[config.mk]
export PLATFORM = sky130hd
export DESIGN_NAME = centered_boxcar_smoother
export DESIGN_NICKNAME = d
export VERILOG_FILES = /design/src/rtl/cbs_pkg.sv /design/src/rtl/cbs_queue.sv /design/src/rtl/cbs_front.sv /design/src/rtl/cbs_div.sv /design/src/rtl/cbs_back.sv /design/src/rtl/centered_boxcar_smoother.sv
export SDC_FILE = /design/constraint.sdc
export NUM_CORES = 2
export LEC_CHECK = 0
export BUFFER_PORTS_ARGS = -buffer_cell sky130_fd_sc_hd__buf_2
export CORE_UTILIZATION = 50
export DETAILED_ROUTE_END_ITERATION = 8
export PLACE_DENSITY = 0.63
export SLEW_MARGIN = 40
export SYNTH_ARGS = -nofsm -noshare
export SYNTH_HDL_FRONTEND = slang
export SYNTH_SLANG_ARGS = --single-unit
[constraint.sdc]
create_clock -name aclk -period 8.2 [get_ports aclk]
set_input_delay 0.82 -clock aclk [delete_from_list [all_inputs] [get_ports aclk]]
set_output_delay 0.82 -clock aclk [all_outputs]
set_load 0.01 [all_outputs]
[src/rtl/cbs_pkg.sv]
package cbs_pkg;

    // Configuration register
    localparam int HALF_WINDOW_BITS  = 5;
    localparam int HALF_WINDOW_RESET = 2;

    // Defaults for the top-level parameters
    localparam int MAX_HALF_WINDOW_DEF = 31;
    localparam int SAMPLE_BITS_DEF     = 16;

    // Series bookkeeping
    localparam int SEEN_BITS  = 7;
    localparam int SEEN_MAX   = 127;
    localparam int MIN_SERIES = 3;

    // Depth of the command queue between front and back
    localparam int QUEUE_DEPTH = 2;

endpackage

[src/rtl/cbs_queue.sv]
module cbs_queue #(
    parameter int WIDTH = 8
) (
    input  logic             aclk,
    input  logic             aresetn,
    input  logic             push,
    input  logic [WIDTH-1:0] push_data,
    output logic             push_ready,
    input  logic             pop,
    output logic             pop_valid,
    output logic [WIDTH-1:0] pop_data
);

    localparam int DEPTH   = cbs_pkg::QUEUE_DEPTH;
    localparam int IDX_W   = (DEPTH > 1) ? $clog2(DEPTH) : 1;
    localparam int COUNT_W = $clog2(DEPTH + 1);

    logic [WIDTH-1:0]   store_reg [DEPTH];
    logic [IDX_W-1:0]   wr_ptr_reg, wr_ptr_next;
    logic [IDX_W-1:0]   rd_ptr_reg, rd_ptr_next;
    logic [COUNT_W-1:0] count_reg, count_next;
    logic               do_push, do_pop;

    assign push_ready = (count_reg != COUNT_W'(DEPTH));
    assign pop_valid  = (count_reg != '0);
    assign pop_data   = store_reg[rd_ptr_reg];
    assign do_push    = push && push_ready;
    assign do_pop     = pop && pop_valid;

    // Advance pointers and track fill level
    always_comb begin
        wr_ptr_next = wr_ptr_reg;
        rd_ptr_next = rd_ptr_reg;
        count_next  = count_reg;
        if (do_push) begin
            wr_ptr_next = (wr_ptr_reg == IDX_W'(DEPTH - 1)) ? '0 : wr_ptr_reg + IDX_W'(1);
        end
        if (do_pop) begin
            rd_ptr_next = (rd_ptr_reg == IDX_W'(DEPTH - 1)) ? '0 : rd_ptr_reg + IDX_W'(1);
        end
        if (do_push && !do_pop) begin
            count_next = count_reg + COUNT_W'(1);
        end else if (do_pop && !do_push) begin
            count_next = count_reg - COUNT_W'(1);
        end
    end

    always_ff @(posedge aclk) begin
        if (!aresetn) begin
            wr_ptr_reg <= '0;
            rd_ptr_reg <= '0;
            count_reg  <= '0;
        end else begin
            wr_ptr_reg <= wr_ptr_next;
            rd_ptr_reg <= rd_ptr_next;
            count_reg  <= count_next;
        end
    end

    // Store the entry
    always_ff @(posedge aclk) begin
        if (do_push) begin
            store_reg[wr_ptr_reg] <= push_data;
        end
    end

endmodule

[src/rtl/cbs_front.sv]
module cbs_front #(
    parameter int MAX_HALF_WINDOW = cbs_pkg::MAX_HALF_WINDOW_DEF,
    parameter int SAMPLE_BITS     = cbs_pkg::SAMPLE_BITS_DEF,
    localparam int RING_DEPTH     = 2 * MAX_HALF_WINDOW + 1,
    localparam int PTR_W          = $clog2(RING_DEPTH),
    localparam int WIN_W          = $clog2(RING_DEPTH + 1),
    localparam int CMD_W          = SAMPLE_BITS + PTR_W + WIN_W + 4
) (
    input  logic                                  aclk,
    input  logic                                  aresetn,
    input  logic [cbs_pkg::HALF_WINDOW_BITS-1:0]  half_window,
    input  logic                                  cfg_we,
    input  logic                                  s_valid,
    output logic                                  s_ready,
    input  logic signed [SAMPLE_BITS-1:0]         s_sample,
    input  logic                                  s_last_sample,
    output logic                                  cmd_push,
    output logic [CMD_W-1:0]                      cmd_data,
    input  logic                                  cmd_ready
);

    localparam int SB = cbs_pkg::SEEN_BITS;

    typedef struct packed {
        logic signed [SAMPLE_BITS-1:0] sample;
        logic [PTR_W-1:0]              ptr;
        logic [WIN_W-1:0]              div;
        logic                          sub_old;
        logic                          err;
        logic                          emit;
        logic                          last;
    } cmd_t;

    logic [PTR_W-1:0] ptr_reg, ptr_next;
    logic [SB-1:0]    seen_reg, seen_next;
    logic [WIN_W-1:0] nwin;
    logic [SB-1:0]    nwin_wide;
    logic [PTR_W-1:0] ptr_cur;
    logic [SB-1:0]    seen_inc;
    cmd_t             cmd;

    assign s_ready  = cmd_ready;
    assign cmd_push = s_valid && cmd_ready;
    assign cmd_data = cmd;

    // Classify the request against the series position
    always_comb begin
        nwin      = WIN_W'({half_window, 1'b1});
        nwin_wide = SB'(nwin);
        ptr_cur   = (WIN_W'(ptr_reg) >= nwin) ? '0 : ptr_reg;
        seen_inc  = (seen_reg == SB'(cbs_pkg::SEEN_MAX)) ? seen_reg : seen_reg + SB'(1);

        cmd.sample  = s_sample;
        cmd.ptr     = ptr_cur;
        cmd.sub_old = (seen_reg >= nwin_wide);
        cmd.err     = s_last_sample &&
                      ((seen_inc < SB'(cbs_pkg::MIN_SERIES)) || (seen_inc < nwin_wide));
        cmd.emit    = (seen_inc > SB'(half_window));
        cmd.div     = (seen_inc < nwin_wide) ? WIN_W'(seen_inc) : nwin;
        cmd.last    = s_last_sample;

        ptr_next  = ptr_reg;
        seen_next = seen_reg;
        if (cmd_push) begin
            if (s_last_sample) begin
                ptr_next  = '0;
                seen_next = '0;
            end else begin
                ptr_next  = (WIN_W'(ptr_cur) + WIN_W'(1) == nwin) ? '0
                                                                  : ptr_cur + PTR_W'(1);
                seen_next = seen_inc;
            end
        end
    end

    // Restart the series on reset or a register write
    always_ff @(posedge aclk) begin
        if (!aresetn || cfg_we) begin
            ptr_reg  <= '0;
            seen_reg <= '0;
        end else begin
            ptr_reg  <= ptr_next;
            seen_reg <= seen_next;
        end
    end

endmodule

[src/rtl/cbs_div.sv]
module cbs_div #(
    parameter int SAMPLE_BITS = cbs_pkg::SAMPLE_BITS_DEF,
    parameter int SUM_W       = 22,
    parameter int WIN_W       = 6
) (
    input  logic                          aclk,
    input  logic                          aresetn,
    input  logic                          start,
    input  logic signed [SUM_W-1:0]       sum,
    input  logic [WIN_W-1:0]              cnt,
    output logic                          busy,
    output logic signed [SAMPLE_BITS-1:0] quot
);

    localparam int NUM_W  = SUM_W + 1;
    localparam int DEN_W  = WIN_W + 1;
    localparam int REM_W  = DEN_W + 1;
    localparam int STEP_W = $clog2(NUM_W + 1);

    logic [NUM_W-1:0]  num_reg;
    logic [DEN_W-1:0]  den_reg;
    logic [REM_W-1:0]  rem_reg;
    logic [STEP_W-1:0] step_reg;
    logic              neg_reg;
    logic              busy_reg;
    logic [SUM_W-1:0]  mag;
    logic [REM_W-1:0]  rem_sh;
    logic              fits;
    logic [NUM_W-1:0]  q_signed;

    assign busy = busy_reg;

    // Form magnitude, shifted remainder and signed quotient
    always_comb begin
        mag      = sum[SUM_W-1] ? SUM_W'(-sum) : SUM_W'(sum);
        rem_sh   = {rem_reg[REM_W-2:0], num_reg[NUM_W-1]};
        fits     = (rem_sh >= REM_W'(den_reg));
        q_signed = neg_reg ? (~num_reg + NUM_W'(1)) : num_reg;
        quot     = q_signed[SAMPLE_BITS-1:0];
    end

    // Control: one quotient bit per cycle
    always_ff @(posedge aclk) begin
        if (!aresetn) begin
            busy_reg <= 1'b0;
            step_reg <= '0;
        end else if (start) begin
            busy_reg <= 1'b1;
            step_reg <= STEP_W'(NUM_W);
        end else if (busy_reg) begin
            step_reg <= step_reg - STEP_W'(1);
            busy_reg <= (step_reg != STEP_W'(1));
        end
    end

    // Datapath: restoring division of (2|s| + c) by 2c
    always_ff @(posedge aclk) begin
        if (start) begin
            num_reg <= {mag, 1'b0} + NUM_W'(cnt);
            den_reg <= {cnt, 1'b0};
            rem_reg <= '0;
            neg_reg <= sum[SUM_W-1];
        end else if (busy_reg) begin
            rem_reg <= fits ? (rem_sh - REM_W'(den_reg)) : rem_sh;
            num_reg <= {num_reg[NUM_W-2:0], fits};
        end
    end

endmodule

[src/rtl/cbs_back.sv]
module cbs_back #(
    parameter int MAX_HALF_WINDOW = cbs_pkg::MAX_HALF_WINDOW_DEF,
    parameter int SAMPLE_BITS     = cbs_pkg::SAMPLE_BITS_DEF,
    localparam int RING_DEPTH     = 2 * MAX_HALF_WINDOW + 1,
    localparam int PTR_W          = $clog2(RING_DEPTH),
    localparam int WIN_W          = $clog2(RING_DEPTH + 1),
    localparam int CMD_W          = SAMPLE_BITS + PTR_W + WIN_W + 4
) (
    input  logic                                  aclk,
    input  logic                                  aresetn,
    input  logic [cbs_pkg::HALF_WINDOW_BITS-1:0]  half_window,
    input  logic                                  cfg_we,
    input  logic                                  cmd_valid,
    input  logic [CMD_W-1:0]                      cmd_data,
    output logic                                  cmd_pop,
    output logic                                  m_valid,
    input  logic                                  m_ready,
    output logic signed [SAMPLE_BITS-1:0]         m_smoothed,
    output logic                                  m_last_result,
    output logic                                  m_error
);

    localparam int SUM_W = SAMPLE_BITS + WIN_W;
    localparam int HW_W  = cbs_pkg::HALF_WINDOW_BITS;

    localparam logic [2:0] S_IDLE = 3'd0;
    localparam logic [2:0] S_UPD  = 3'd1;
    localparam logic [2:0] S_DIV  = 3'd2;
    localparam logic [2:0] S_PUT  = 3'd3;
    localparam logic [2:0] S_FUPD = 3'd4;

    typedef struct packed {
        logic signed [SAMPLE_BITS-1:0] sample;
        logic [PTR_W-1:0]              ptr;
        logic [WIN_W-1:0]              div;
        logic                          sub_old;
        logic                          err;
        logic                          emit;
        logic                          last;
    } cmd_t;

    logic signed [SAMPLE_BITS-1:0] ring [RING_DEPTH];
    logic signed [SAMPLE_BITS-1:0] rd_reg;

    logic [2:0]              state_reg, state_next;
    cmd_t                    cmd_reg, cmd_next;
    logic signed [SUM_W-1:0] sum_reg, sum_next;
    logic [PTR_W-1:0]        fptr_reg, fptr_next;
    logic [WIN_W-1:0]        cnt_reg, cnt_next;
    logic [HW_W-1:0]         left_reg, left_next;
    logic                    err_reg, err_next;
    logic                    last_reg, last_next;

    logic                          mv_reg, mv_next;
    logic signed [SAMPLE_BITS-1:0] smoothed_reg, smoothed_next;
    logic                          lastres_reg, lastres_next;
    logic                          error_reg, error_next;

    logic                          rd_en, wr_en;
    logic [PTR_W-1:0]              rd_addr;
    logic                          div_start, div_busy;
    logic signed [SUM_W-1:0]       div_sum;
    logic [WIN_W-1:0]              div_cnt;
    logic signed [SAMPLE_BITS-1:0] div_q;
    logic [WIN_W-1:0]              nwin;
    logic signed [SUM_W-1:0]       sum_upd;
    logic                          out_free;

    function automatic logic [PTR_W-1:0] ptr_adv(input logic [PTR_W-1:0] p,
                                                 input logic [WIN_W-1:0] w);
        logic [WIN_W-1:0] p_inc;
        p_inc = WIN_W'(p) + WIN_W'(1);
        return (p_inc == w) ? '0 : p + PTR_W'(1);
    endfunction

    cbs_div #(
        .SAMPLE_BITS (SAMPLE_BITS),
        .SUM_W       (SUM_W),
        .WIN_W       (WIN_W)
    ) u_div (
        .aclk    (aclk),
        .aresetn (aresetn),
        .start   (div_start),
        .sum     (div_sum),
        .cnt     (div_cnt),
        .busy    (div_busy),
        .quot    (div_q)
    );

    assign m_valid       = mv_reg;
    assign m_smoothed    = smoothed_reg;
    assign m_last_result = lastres_reg;
    assign m_error       = error_reg;

    // Sequence update, division and edge flush
    always_comb begin
        state_next    = state_reg;
        cmd_next      = cmd_reg;
        sum_next      = sum_reg;
        fptr_next     = fptr_reg;
        cnt_next      = cnt_reg;
        left_next     = left_reg;
        err_next      = err_reg;
        last_next     = last_reg;
        mv_next       = mv_reg;
        smoothed_next = smoothed_reg;
        lastres_next  = lastres_reg;
        error_next    = error_reg;
        cmd_pop       = 1'b0;
        rd_en         = 1'b0;
        rd_addr       = fptr_reg;
        wr_en         = 1'b0;
        div_start     = 1'b0;
        div_sum       = sum_reg;
        div_cnt       = cnt_reg;
        nwin          = WIN_W'({half_window, 1'b1});
        out_free      = !mv_reg || m_ready;
        sum_upd       = sum_reg - (cmd_reg.sub_old ? SUM_W'(rd_reg) : '0)
                        + SUM_W'($signed(cmd_reg.sample));

        // Drop the result once taken
        if (mv_reg && m_ready) begin
            mv_next = 1'b0;
        end

        case (state_reg)
            S_IDLE: begin
                if (cmd_valid) begin
                    cmd_pop    = 1'b1;
                    cmd_next   = cmd_t'(cmd_data);
                    rd_en      = 1'b1;
                    rd_addr    = cmd_next.ptr;
                    state_next = S_UPD;
                end
            end
            S_UPD: begin
                wr_en     = 1'b1;
                last_next = cmd_reg.last;
                err_next  = cmd_reg.err;
                fptr_next = ptr_adv(cmd_reg.ptr, nwin);
                cnt_next  = nwin;
                left_next = (cmd_reg.last && !cmd_reg.err) ? half_window : '0;
                if (cmd_reg.err) begin
                    sum_next   = '0;
                    state_next = S_PUT;
                end else if (cmd_reg.emit) begin
                    sum_next   = sum_upd;
                    div_start  = 1'b1;
                    div_sum    = sum_upd;
                    div_cnt    = cmd_reg.div;
                    state_next = S_DIV;
                end else begin
                    sum_next   = sum_upd;
                    state_next = S_IDLE;
                end
            end
            S_DIV: begin
                if (!div_busy) begin
                    state_next = S_PUT;
                end
            end
            S_PUT: begin
                if (out_free) begin
                    mv_next       = 1'b1;
                    smoothed_next = err_reg ? '0 : div_q;
                    lastres_next  = last_reg && (left_reg == '0);
                    error_next    = err_reg;
                    if (left_reg != '0) begin
                        rd_en      = 1'b1;
                        rd_addr    = fptr_reg;
                        state_next = S_FUPD;
                    end else begin
                        if (last_reg) begin
                            sum_next = '0;
                        end
                        state_next = S_IDLE;
                    end
                end
            end
            S_FUPD: begin
                sum_next   = sum_reg - SUM_W'(rd_reg);
                cnt_next   = cnt_reg - WIN_W'(1);
                fptr_next  = ptr_adv(fptr_reg, nwin);
                left_next  = left_reg - HW_W'(1);
                div_start  = 1'b1;
                div_sum    = sum_next;
                div_cnt    = cnt_next;
                state_next = S_DIV;
            end
            default: begin
                state_next = S_IDLE;
            end
        endcase

        // Abandon the series on a register write
        if (cfg_we) begin
            sum_next = '0;
        end
    end

    // Hold control state
    always_ff @(posedge aclk) begin
        if (!aresetn) begin
            state_reg <= S_IDLE;
            sum_reg   <= '0;
            left_reg  <= '0;
            last_reg  <= 1'b0;
            err_reg   <= 1'b0;
            mv_reg    <= 1'b0;
        end else begin
            state_reg <= state_next;
            sum_reg   <= sum_next;
            left_reg  <= left_next;
            last_reg  <= last_next;
            err_reg   <= err_next;
            mv_reg    <= mv_next;
        end
    end

    // Hold payload
    always_ff @(posedge aclk) begin
        cmd_reg      <= cmd_next;
        fptr_reg     <= fptr_next;
        cnt_reg      <= cnt_next;
        smoothed_reg <= smoothed_next;
        lastres_reg  <= lastres_next;
        error_reg    <= error_next;
    end

    // Ring buffer: one write, one registered read
    always_ff @(posedge aclk) begin
        if (wr_en) begin
            ring[cmd_reg.ptr] <= cmd_reg.sample;
        end
        if (rd_en) begin
            rd_reg <= ring[rd_addr];
        end
    end

    // Never restart the divider while it works
    a_div_idle: assert property (@(posedge aclk) disable iff (!aresetn)
        div_start |-> !div_busy)
        else $error("divider started while busy");

    // An error result always closes the series
    a_err_last: assert property (@(posedge aclk) disable iff (!aresetn)
        (mv_reg && error_reg) |-> lastres_reg)
        else $error("error result without last flag");

    // Flush work only belongs to a closing series
    a_flush_last: assert property (@(posedge aclk) disable iff (!aresetn)
        (left_reg != '0) |-> (last_reg && !err_reg))
        else $error("flush pending outside a closing series");

    // Flush divisor never shrinks below h+1
    a_flush_cnt: assert property (@(posedge aclk) disable iff (!aresetn)
        (state_reg == S_FUPD) |-> (cnt_reg > WIN_W'(half_window) + WIN_W'(1)))
        else $error("flush divisor underflow");

    // Leaving the output stage always moves a result
    a_put_load: assert property (@(posedge aclk) disable iff (!aresetn)
        (state_reg == S_PUT && state_next != S_PUT) |=> mv_reg)
        else $error("output stage left without a result");

endmodule

[src/rtl/centered_boxcar_smoother.sv]
// Channel   Direction  Handshake             Payload
// cfg       in         cfg_valid/cfg_ready   cfg_data (half window)
// s         in         s_valid/s_ready       s_sample, s_last_sample
// m         out        m_valid/m_ready       m_smoothed, m_last_result, m_error
//
// Each mean comes from the bit-serial divider, one quotient bit per cycle; an
// error result skips the divider. A request that gives no result passes the back
// end through its IDLE and UPD states.
// Reset is synchronous, active low, and sets the half window to 2.
// A two-entry queue takes requests while the back end or the output waits.
module centered_boxcar_smoother #(
    parameter int MAX_HALF_WINDOW = cbs_pkg::MAX_HALF_WINDOW_DEF,
    parameter int SAMPLE_BITS     = cbs_pkg::SAMPLE_BITS_DEF
) (
    input  logic                                  aclk,
    input  logic                                  aresetn,
    input  logic                                  cfg_valid,
    output logic                                  cfg_ready,
    input  logic [cbs_pkg::HALF_WINDOW_BITS-1:0]  cfg_data,
    input  logic                                  s_valid,
    output logic                                  s_ready,
    input  logic signed [SAMPLE_BITS-1:0]         s_sample,
    input  logic                                  s_last_sample,
    output logic                                  m_valid,
    input  logic                                  m_ready,
    output logic signed [SAMPLE_BITS-1:0]         m_smoothed,
    output logic                                  m_last_result,
    output logic                                  m_error
);

    localparam int RING_DEPTH = 2 * MAX_HALF_WINDOW + 1;
    localparam int PTR_W      = $clog2(RING_DEPTH);
    localparam int WIN_W      = $clog2(RING_DEPTH + 1);
    localparam int CMD_W      = SAMPLE_BITS + PTR_W + WIN_W + 4;
    localparam int HW_W       = cbs_pkg::HALF_WINDOW_BITS;
    localparam logic [HW_W-1:0] HW_RESET =
        HW_W'((cbs_pkg::HALF_WINDOW_RESET > MAX_HALF_WINDOW) ? MAX_HALF_WINDOW
                                                             : cbs_pkg::HALF_WINDOW_RESET);

    logic [HW_W-1:0]  half_window_reg, half_window_next;
    logic             cfg_we;
    logic             cmd_push, cmd_push_ready;
    logic [CMD_W-1:0] cmd_in, cmd_out;
    logic             cmd_valid, cmd_pop;

    assign cfg_ready = 1'b1;
    assign cfg_we    = cfg_valid && cfg_ready;

    // Cap the written half window
    always_comb begin
        half_window_next = half_window_reg;
        if (cfg_we) begin
            half_window_next = (int'(cfg_data) > MAX_HALF_WINDOW) ? HW_W'(MAX_HALF_WINDOW)
                                                                  : cfg_data;
        end
    end

    always_ff @(posedge aclk) begin
        if (!aresetn) begin
            half_window_reg <= HW_RESET;
        end else begin
            half_window_reg <= half_window_next;
        end
    end

    cbs_front #(
        .MAX_HALF_WINDOW (MAX_HALF_WINDOW),
        .SAMPLE_BITS     (SAMPLE_BITS)
    ) u_front (
        .aclk          (aclk),
        .aresetn       (aresetn),
        .half_window   (half_window_reg),
        .cfg_we        (cfg_we),
        .s_valid       (s_valid),
        .s_ready       (s_ready),
        .s_sample      (s_sample),
        .s_last_sample (s_last_sample),
        .cmd_push      (cmd_push),
        .cmd_data      (cmd_in),
        .cmd_ready     (cmd_push_ready)
    );

    cbs_queue #(
        .WIDTH (CMD_W)
    ) u_queue (
        .aclk       (aclk),
        .aresetn    (aresetn),
        .push       (cmd_push),
        .push_data  (cmd_in),
        .push_ready (cmd_push_ready),
        .pop        (cmd_pop),
        .pop_valid  (cmd_valid),
        .pop_data   (cmd_out)
    );

    cbs_back #(
        .MAX_HALF_WINDOW (MAX_HALF_WINDOW),
        .SAMPLE_BITS     (SAMPLE_BITS)
    ) u_back (
        .aclk          (aclk),
        .aresetn       (aresetn),
        .half_window   (half_window_reg),
        .cfg_we        (cfg_we),
        .cmd_valid     (cmd_valid),
        .cmd_data      (cmd_out),
        .cmd_pop       (cmd_pop),
        .m_valid       (m_valid),
        .m_ready       (m_ready),
        .m_smoothed    (m_smoothed),
        .m_last_result (m_last_result),
        .m_error       (m_error)
    );

endmodule

; After elaboration in Yosys (flattened, before gate mapping)
; Memory sizes are Yosys's and may differ from the RTL's. A register that Yosys moved wholly into a read port is not among the register bits.
; Index checks and enable logic that the tools add are counted.
[op_classes]
mux = 64
addsub = 18
n_shift = 0
magnitude_cmp = 6
mul = 0
n_bitwise = 2
n_div = 0
n_reduce_logical = 31
n_eq_ne = 15
[op_table]
columns = cell, count
row1 = 22-bit 2-to-1 mux, 8
row2 = 22-bit one-hot mux with 3 select lines, 1
row3 = 6-bit 2-to-1 mux, 10
row4 = 23-bit 2-to-1 mux, 2
row5 = 22-bit one-hot mux with 2 select lines, 1
row6 = 6-bit one-hot mux with 2 select lines, 3
row7 = 23-bit by 6-bit adder with 23-bit output, 1
row8 = 22-bit adder, 1
row9 = 22-bit negator, 1
row10 = 22-bit by 16-bit subtractor with 22-bit output, 1
row11 = 22-bit subtractor, 1
row12 = 7-bit 2-to-1 mux, 3
row13 = 1-bit 2-to-1 mux, 20
row14 = "6-bit by 1-bit adder with 6-bit output, second input constant", 3
row15 = 6-bit == test, 3
row16 = "16-bit by 1-bit adder with 16-bit output, second input constant", 1
row17 = 16-bit 2-to-1 mux, 1
row18 = 16-bit NOT, 1
row19 = 3-bit 2-to-1 mux, 5
row20 = 5-bit 2-to-1 mux, 3
row21 = 3-bit one-hot mux with 5 select lines, 1
row22 = 5-bit one-hot mux with 2 select lines, 1
row23 = "5-bit by 1-bit subtractor with 5-bit output, second input constant", 2
row24 = 1-bit logical AND, 9
row25 = 33 further kinds, 53
[totals]
wordCells = 169
ff_bits = 160
memories = 2
ram_bits = 1072
out_inout_bits = 21
mem_bits_ro = 0
latchBits = 0
[memory_table]
columns = memory, words, word_bits, rd, rd_clocked_by_memory_dff, wr, line_no
row1 = u_back.ring, 63, 16, 1, 1, 1, cbs_back.sv:42  ; logic signed [SAMPLE_BITS-1:0] ring [RING_DEPTH];
row2 = u_queue.store_reg, 2, 32, 1, 1, 1, cbs_queue.sv:18  ; logic [WIDTH-1:0] store_reg [DEPTH];

; Longest topological paths before layout
[depth]
word_depth = 10
depth_mapped = 27
depth_no_buf = 22

; By module
; A second synthesis with hierarchy kept.
[hier_totals]
hier_cells = 3738
hier_area_um2 = 55343.1
[by_module_without_submodules]
columns = module, n_inst, area_each_um2, cells_each
row1 = cbs_back, 1, 47329.1, 3022
row2 = cbs_div, 1, 3694.8, 384
row3 = cbs_queue, 1, 2551.2, 124
row4 = cbs_front, 1, 1566.5, 190
row5 = centered_boxcar_smoother, 1, 201.4, 18

; Least setup slack after synthesis
; OpenSTA, ideal clock, no wires.
[synth_path]
kind = register to register
start = register u_back.cmd_reg[31] in the netlist's numbering
end = register u_back.u_div.num_reg[16] (data pin)
path_buffers = 4
arrival_time_ns = 6.721
synth_period_minus_slack_ns = 6.859
slack_ns = 1.341
stages_incl_launch_ff = 27
t_required_ns = 8.062
cell_sequence = edfxtp_1 -> inv_1 -> fa_1 -> inv_1 -> ha_1 -> clkbuf_1 -> and3_1 -> o21ai_0 -> o211a_1 -> o311ai_0 -> a41o_1 -> o31ai_2 -> buf_4 -> clkbuf_1 -> buf_2 -> nor2_1 -> a21oi_1 -> ha_1 -> a21o_1 -> a21oi_1 -> o21bai_1 -> a21oi_1 -> nor2_1 -> a32o_1 -> and4b_1 -> a2111o_1 -> nand4_1
[synth_between]
elab_chain_cells = 8
[synth_rtl]
columns = item, line_no
row1 = start: declaration, cbs_back.sv:46  ; cmd_t cmd_reg, cmd_next;
row2 = start signal: assignment, cbs_back.sv:222  ; cmd_reg <= cmd_next;
row3 = 22-bit adder (*), cbs_back.sv:119  ; + SUM_W'($signed(cmd_reg.sample));
row4 = 22-bit 2-to-1 mux (*), cbs_back.sv:146  ; end else if (cmd_reg.emit) begin
row5 = 22-bit 2-to-1 mux (*), cbs_back.sv:143  ; if (cmd_reg.err) begin
row6 = 22-bit one-hot mux with 2 select lines (*), cbs_back.sv:126  ; case (state_reg)
row7 = 22-bit negator, cbs_div.sv:35  ; mag = sum[SUM_W-1] ? SUM_W'(-sum) : SUM_W'(sum);
row8 = 22-bit 2-to-1 mux (*), cbs_div.sv:35
row9 = 23-bit by 6-bit adder with 23-bit output (*), cbs_div.sv:59  ; num_reg <= {mag, 1'b0} + NUM_W'(cnt);
row10 = 23-bit 2-to-1 mux (*), cbs_div.sv:58  ; if (start) begin
row11 = end signal: assignment, cbs_div.sv:59
row12 = end signal: assignment, cbs_div.sv:65  ; num_reg <= {num_reg[NUM_W-2:0], fits};
row13 = end: declaration, cbs_div.sv:20  ; logic [NUM_W-1:0] num_reg;
; Mark *: on every way between the ends. The rest lies on a longest branch, timed or not.
; A chain may end at the register's enable or synchronous reset.

; Worst setup path in the final report
[layout_path]
start = register u_back.cmd_reg[3] in the netlist's numbering
end = register u_back.u_div.num_reg[16] (data pin)
[layout_between]
elab_chain_cells = 10
[layout_rtl]
columns = item, line_no
row1 = 22-bit 2-to-1 mux (*), cbs_back.sv:118  ; sum_upd = sum_reg - (cmd_reg.sub_old ? SUM_W'(rd_reg) : '0)
row2 = 22-bit subtractor (*), cbs_back.sv:118
row3 = 22-bit adder (*), cbs_back.sv:119
row4 = 22-bit 2-to-1 mux (*), cbs_back.sv:146
row5 = 22-bit 2-to-1 mux (*), cbs_back.sv:143
row6 = 22-bit one-hot mux with 2 select lines (*), cbs_back.sv:126
row7 = 22-bit negator, cbs_div.sv:35
row8 = 22-bit 2-to-1 mux (*), cbs_div.sv:35
row9 = 23-bit by 6-bit adder with 23-bit output (*), cbs_div.sv:59
row10 = 23-bit 2-to-1 mux (*), cbs_div.sv:58
; Marked as above.

==> run_results.csv <==
group,metric,value,unit
outcome,status,"finished clean",
clock_network,clk_latency,0.77,ns
synthesis,synth_area_per_cell,15.9,µm²
layout,nets,3699,
layout,stdcell_area,61800,µm²
clock_network,cts-buffers-inserted,133,
global_routing,antenna_found_initial,1,
drt,wl,135000,µm
sta,setup_viol,0,
drt,drt_first_pass_iters,5,
die,fp-row-count,121,
sta,slew_headroom,0.371,
power_and_ir_drop,vdd_drop_max,329,µV
drt,drc,0,
sta,timing_hold_violations_final,0,
clock_network,holdBufCountCts,0,
global_routing,grtUsageTotal,0.243,
drt,final_antenna_net_count,0,
global_routing,grt_pass1_wl,200000,µm
worst_setup_path,crit_arrival,7.22,ns
worst_setup_path,critPathMaxFanout,32,
sta,clock_skew,0.0585,ns
die,die_h,333,µm
sta,worst_pin_slew,0.938,ns
worst_setup_path,cp-start-kind,"register",
power_and_ir_drop,total_power,25.1,mW
sta,setup_tns,0,ns
sta,min_period,6.62,ns
drt,drt_iter0_markers,3067,
synthesis,synth_fp_nets,3582,
place,dpl.hpwl,84000,µm
die,start_util,0.505,
layout,fin_cells,5082,
power_and_ir_drop,power.density,406,nW/µm²
clock_network,h-tree-depth,4,
run,drv_cap,0,
sta,drv_slew,0,
synthesis,ys_warn_count,0,
min_path,min_path_type,"in2reg",
sta,fmax,151,MHz
die,die_area,111000,µm²
clock_network,cts-root-buf,"clkbuf_16",
clock_network,clockBufferDepth,3,
worst_setup_path,timing.setup.critical_path_class,"reg2reg",
synthesis,async_flop_share,0,
drt,vias,31044,
sta,period_share,0.807,
clock_network,clock-sinks,1249,
die,pin_count,48,
synthesis,synthCells,3446,
sta,grt_setup_unrepaired,"no",
layout,drive_gt1_frac,0.189,
synthesis,synth_edf_count,1180,
power_and_ir_drop,p_leak,20.8,nW
place,placed_cells,4841,
layout,postLayoutCoreUtil,0.568,
drt,routed_via_density,6.11,
synthesis,synth-main-ff-cell,"edfxtp_1",
die,die_w,333,µm
synthesis,yosys_register_bits,1249,
synthesis,synth.distinct_cells,94,
layout,antenna_cells,0,
place,gp_congestion,0.899,
synthesis,ys_seq_area_frac,0.670,
layout,largest_register_ffs,1008,
die,core,109000,µm²
layout,syn_to_final_growth,12.5,%
place,portBuffers,46,
drt,wl_per_cell,26.5,µm
global_routing,overflow,0,
clock_network,post_cts.repair.setup_buffers,0,
worst_setup_path,worstPathRequired,8.80,ns
synthesis,syn-cell-area,54900,µm²
worst_setup_path,worstSetupEndpointType,"register",
clock_network,clk_pin_slew,0.06,ns
global_routing,grt_pass1_vias,30834,
global_routing,grt_max_degree,84,
clock_network,cts_resized,0,
place,dpl_cell_area,57400,µm²
clock_network,cts_tree,"done",
## cell type report
type	instances	area, µm²
Fill cell	8247	47000
Sequential cell	1249	36800
Multi-Input combinational cell	1869	17000
Clock buffer	165	3480
Tap cell	1414	1770
Timing Repair Buffer	167	1260
Clock inverter	75	923
Inverter	143	537
## path summary, 6_finish.rpt
kind	cells after the start	slack [ns]	end	startpoint
setup / recovery	22	1.58	u_back.u_div.num_reg[16]	u_back.cmd_reg[3]
hold reg to reg	2	0.47	u_back.u_div.rem_reg[6]	u_back.u_div.rem_reg[6]
hold / removal	1	0.26	u_queue.store_reg[1][23]	s_sample[7]
setup reg to reg	22	1.58	u_back.u_div.num_reg[16]	u_back.cmd_reg[3]
## layer usage
metal | global-route usage | routed length, µm | up-vias
met1 | 0.335 | 57300 | 16017
met3 | 0.0335 | 7500 | 205
li1 | - | - | 13784
met4 | 0.0957 | 4770 | 0
met5 | 0 | 0 | -
met2 | 0.394 | 65300 | 1038
## worst max-delay path, stage by stage, from the launching register on
cell and delay [ns]:
edfxtp_1 0.62, and2_1 0.26, fa_1 0.48, inv_1 0.04, ha_1 0.34, a21oi_1 0.43, o22ai_1 0.17, a221o_1 0.31
a31o_2 0.26, a2111oi_0 0.67, o31ai_4 0.10, buf_4 0.26, a21oi_1 0.28, ha_1 0.28, a21o_1 0.16, a21oi_1 0.21
o21bai_1 0.09, a21oi_1 0.39, nor2_1 0.08, a32o_1 0.34, and4b_1 0.23, a2111o_1 0.38, nand4_1 0.09
## cell usage in the layout, fill, tap and decap left out, types with 24 or more instances in the layout
cell / instances
xnor2_1: 70
ha_1: 85
a21oi_1: 133
mux4_2: 240
nand3_1: 50
nor2_1: 201
buf_2: 46
inv_1: 143
fa_1: 24
dfxtp_1: 69
edfxtp_1: 1180
a21o_1: 26
mux2i_1: 104
a211oi_1: 95
nor3_1: 35
a311oi_1: 33
o21ai_0: 82
buf_4: 110
nor2b_1: 55
clkbuf_1: 30
nand2_1: 182
xor2_1: 51
and2_1: 35
clkinv_1: 27
clkbuf_16: 134
mux2_2: 38
## logic make-up (layout without fill, tap and decap cells)
group                      count (synthesis)  after routing  synth area share
DFF                                     1249           1249             0.670
and+or+nand+nor                          688            688            0.0614
AOI/OAI and AO/OA                        563            563            0.0713
muxes                                    386            386             0.126
buffers and inverters                    328            550            0.0235
xor gates and xnor gates                 122            122            0.0196
adders and majority gates                109            109            0.0281
other                                      1              1         0.0000683
## synthesized netlist by cell type (5+ instances only)
master / count / area share
and3_1: 23 / 0.0026
o22ai_1: 8 / 0.00091
inv_1: 143 / 0.0098
nor2b_1: 56 / 0.0064
dfxtp_1: 69 / 0.025
ha_1: 85 / 0.019
nor2_1: 204 / 0.014
nand2b_1: 18 / 0.0020
o31ai_1: 11 / 0.0015
fa_1: 24 / 0.0087
o21ai_0: 82 / 0.0075
a31o_2: 5 / 0.00080
buf_2: 17 / 0.0015
nor3_1: 37 / 0.0034
a21o_1: 29 / 0.0040
o21a_1: 15 / 0.0020
or2_2: 7 / 0.00080
a22oi_1: 12 / 0.0016
or3_1: 11 / 0.0013
buf_1: 35 / 0.0024
xnor2_1: 70 / 0.011
a211oi_1: 102 / 0.014
a311oi_1: 33 / 0.0053
mux2_2: 38 / 0.0078
nand4_1: 21 / 0.0024
mux2i_1: 108 / 0.020
clkbuf_1: 124 / 0.0085
a21boi_0: 10 / 0.0014
mux4_2: 240 / 0.098
nand2_1: 182 / 0.012
and2_1: 35 / 0.0040
nand3_1: 50 / 0.0046
or4_1: 5 / 0.00068
nor3b_1: 10 / 0.0014
a221o_1: 9 / 0.0016
a31oi_1: 22 / 0.0025
edfxtp_1: 1180 / 0.65
a221oi_1: 11 / 0.0018
o211ai_1: 16 / 0.0022
a21oi_1: 135 / 0.012
buf_4: 6 / 0.00082
xor2_1: 51 / 0.0081
## power breakdown
group          internal (mW)  switching (mW)
clock network           3.47            2.54
registers               7.96           0.267
logic                   4.10            6.76
## stage by stage
stage	hold WS (ns)	worst slack (ns)
final	0.261	1.58
after global routing	0.232	1.17
after CTS	0.210	1.55
after detailed placement	0.471	1.57
after global placement	0.457	1.61
after floorplan	0.406	1.34
Note: power is estimated with default switching activity, not from simulation.
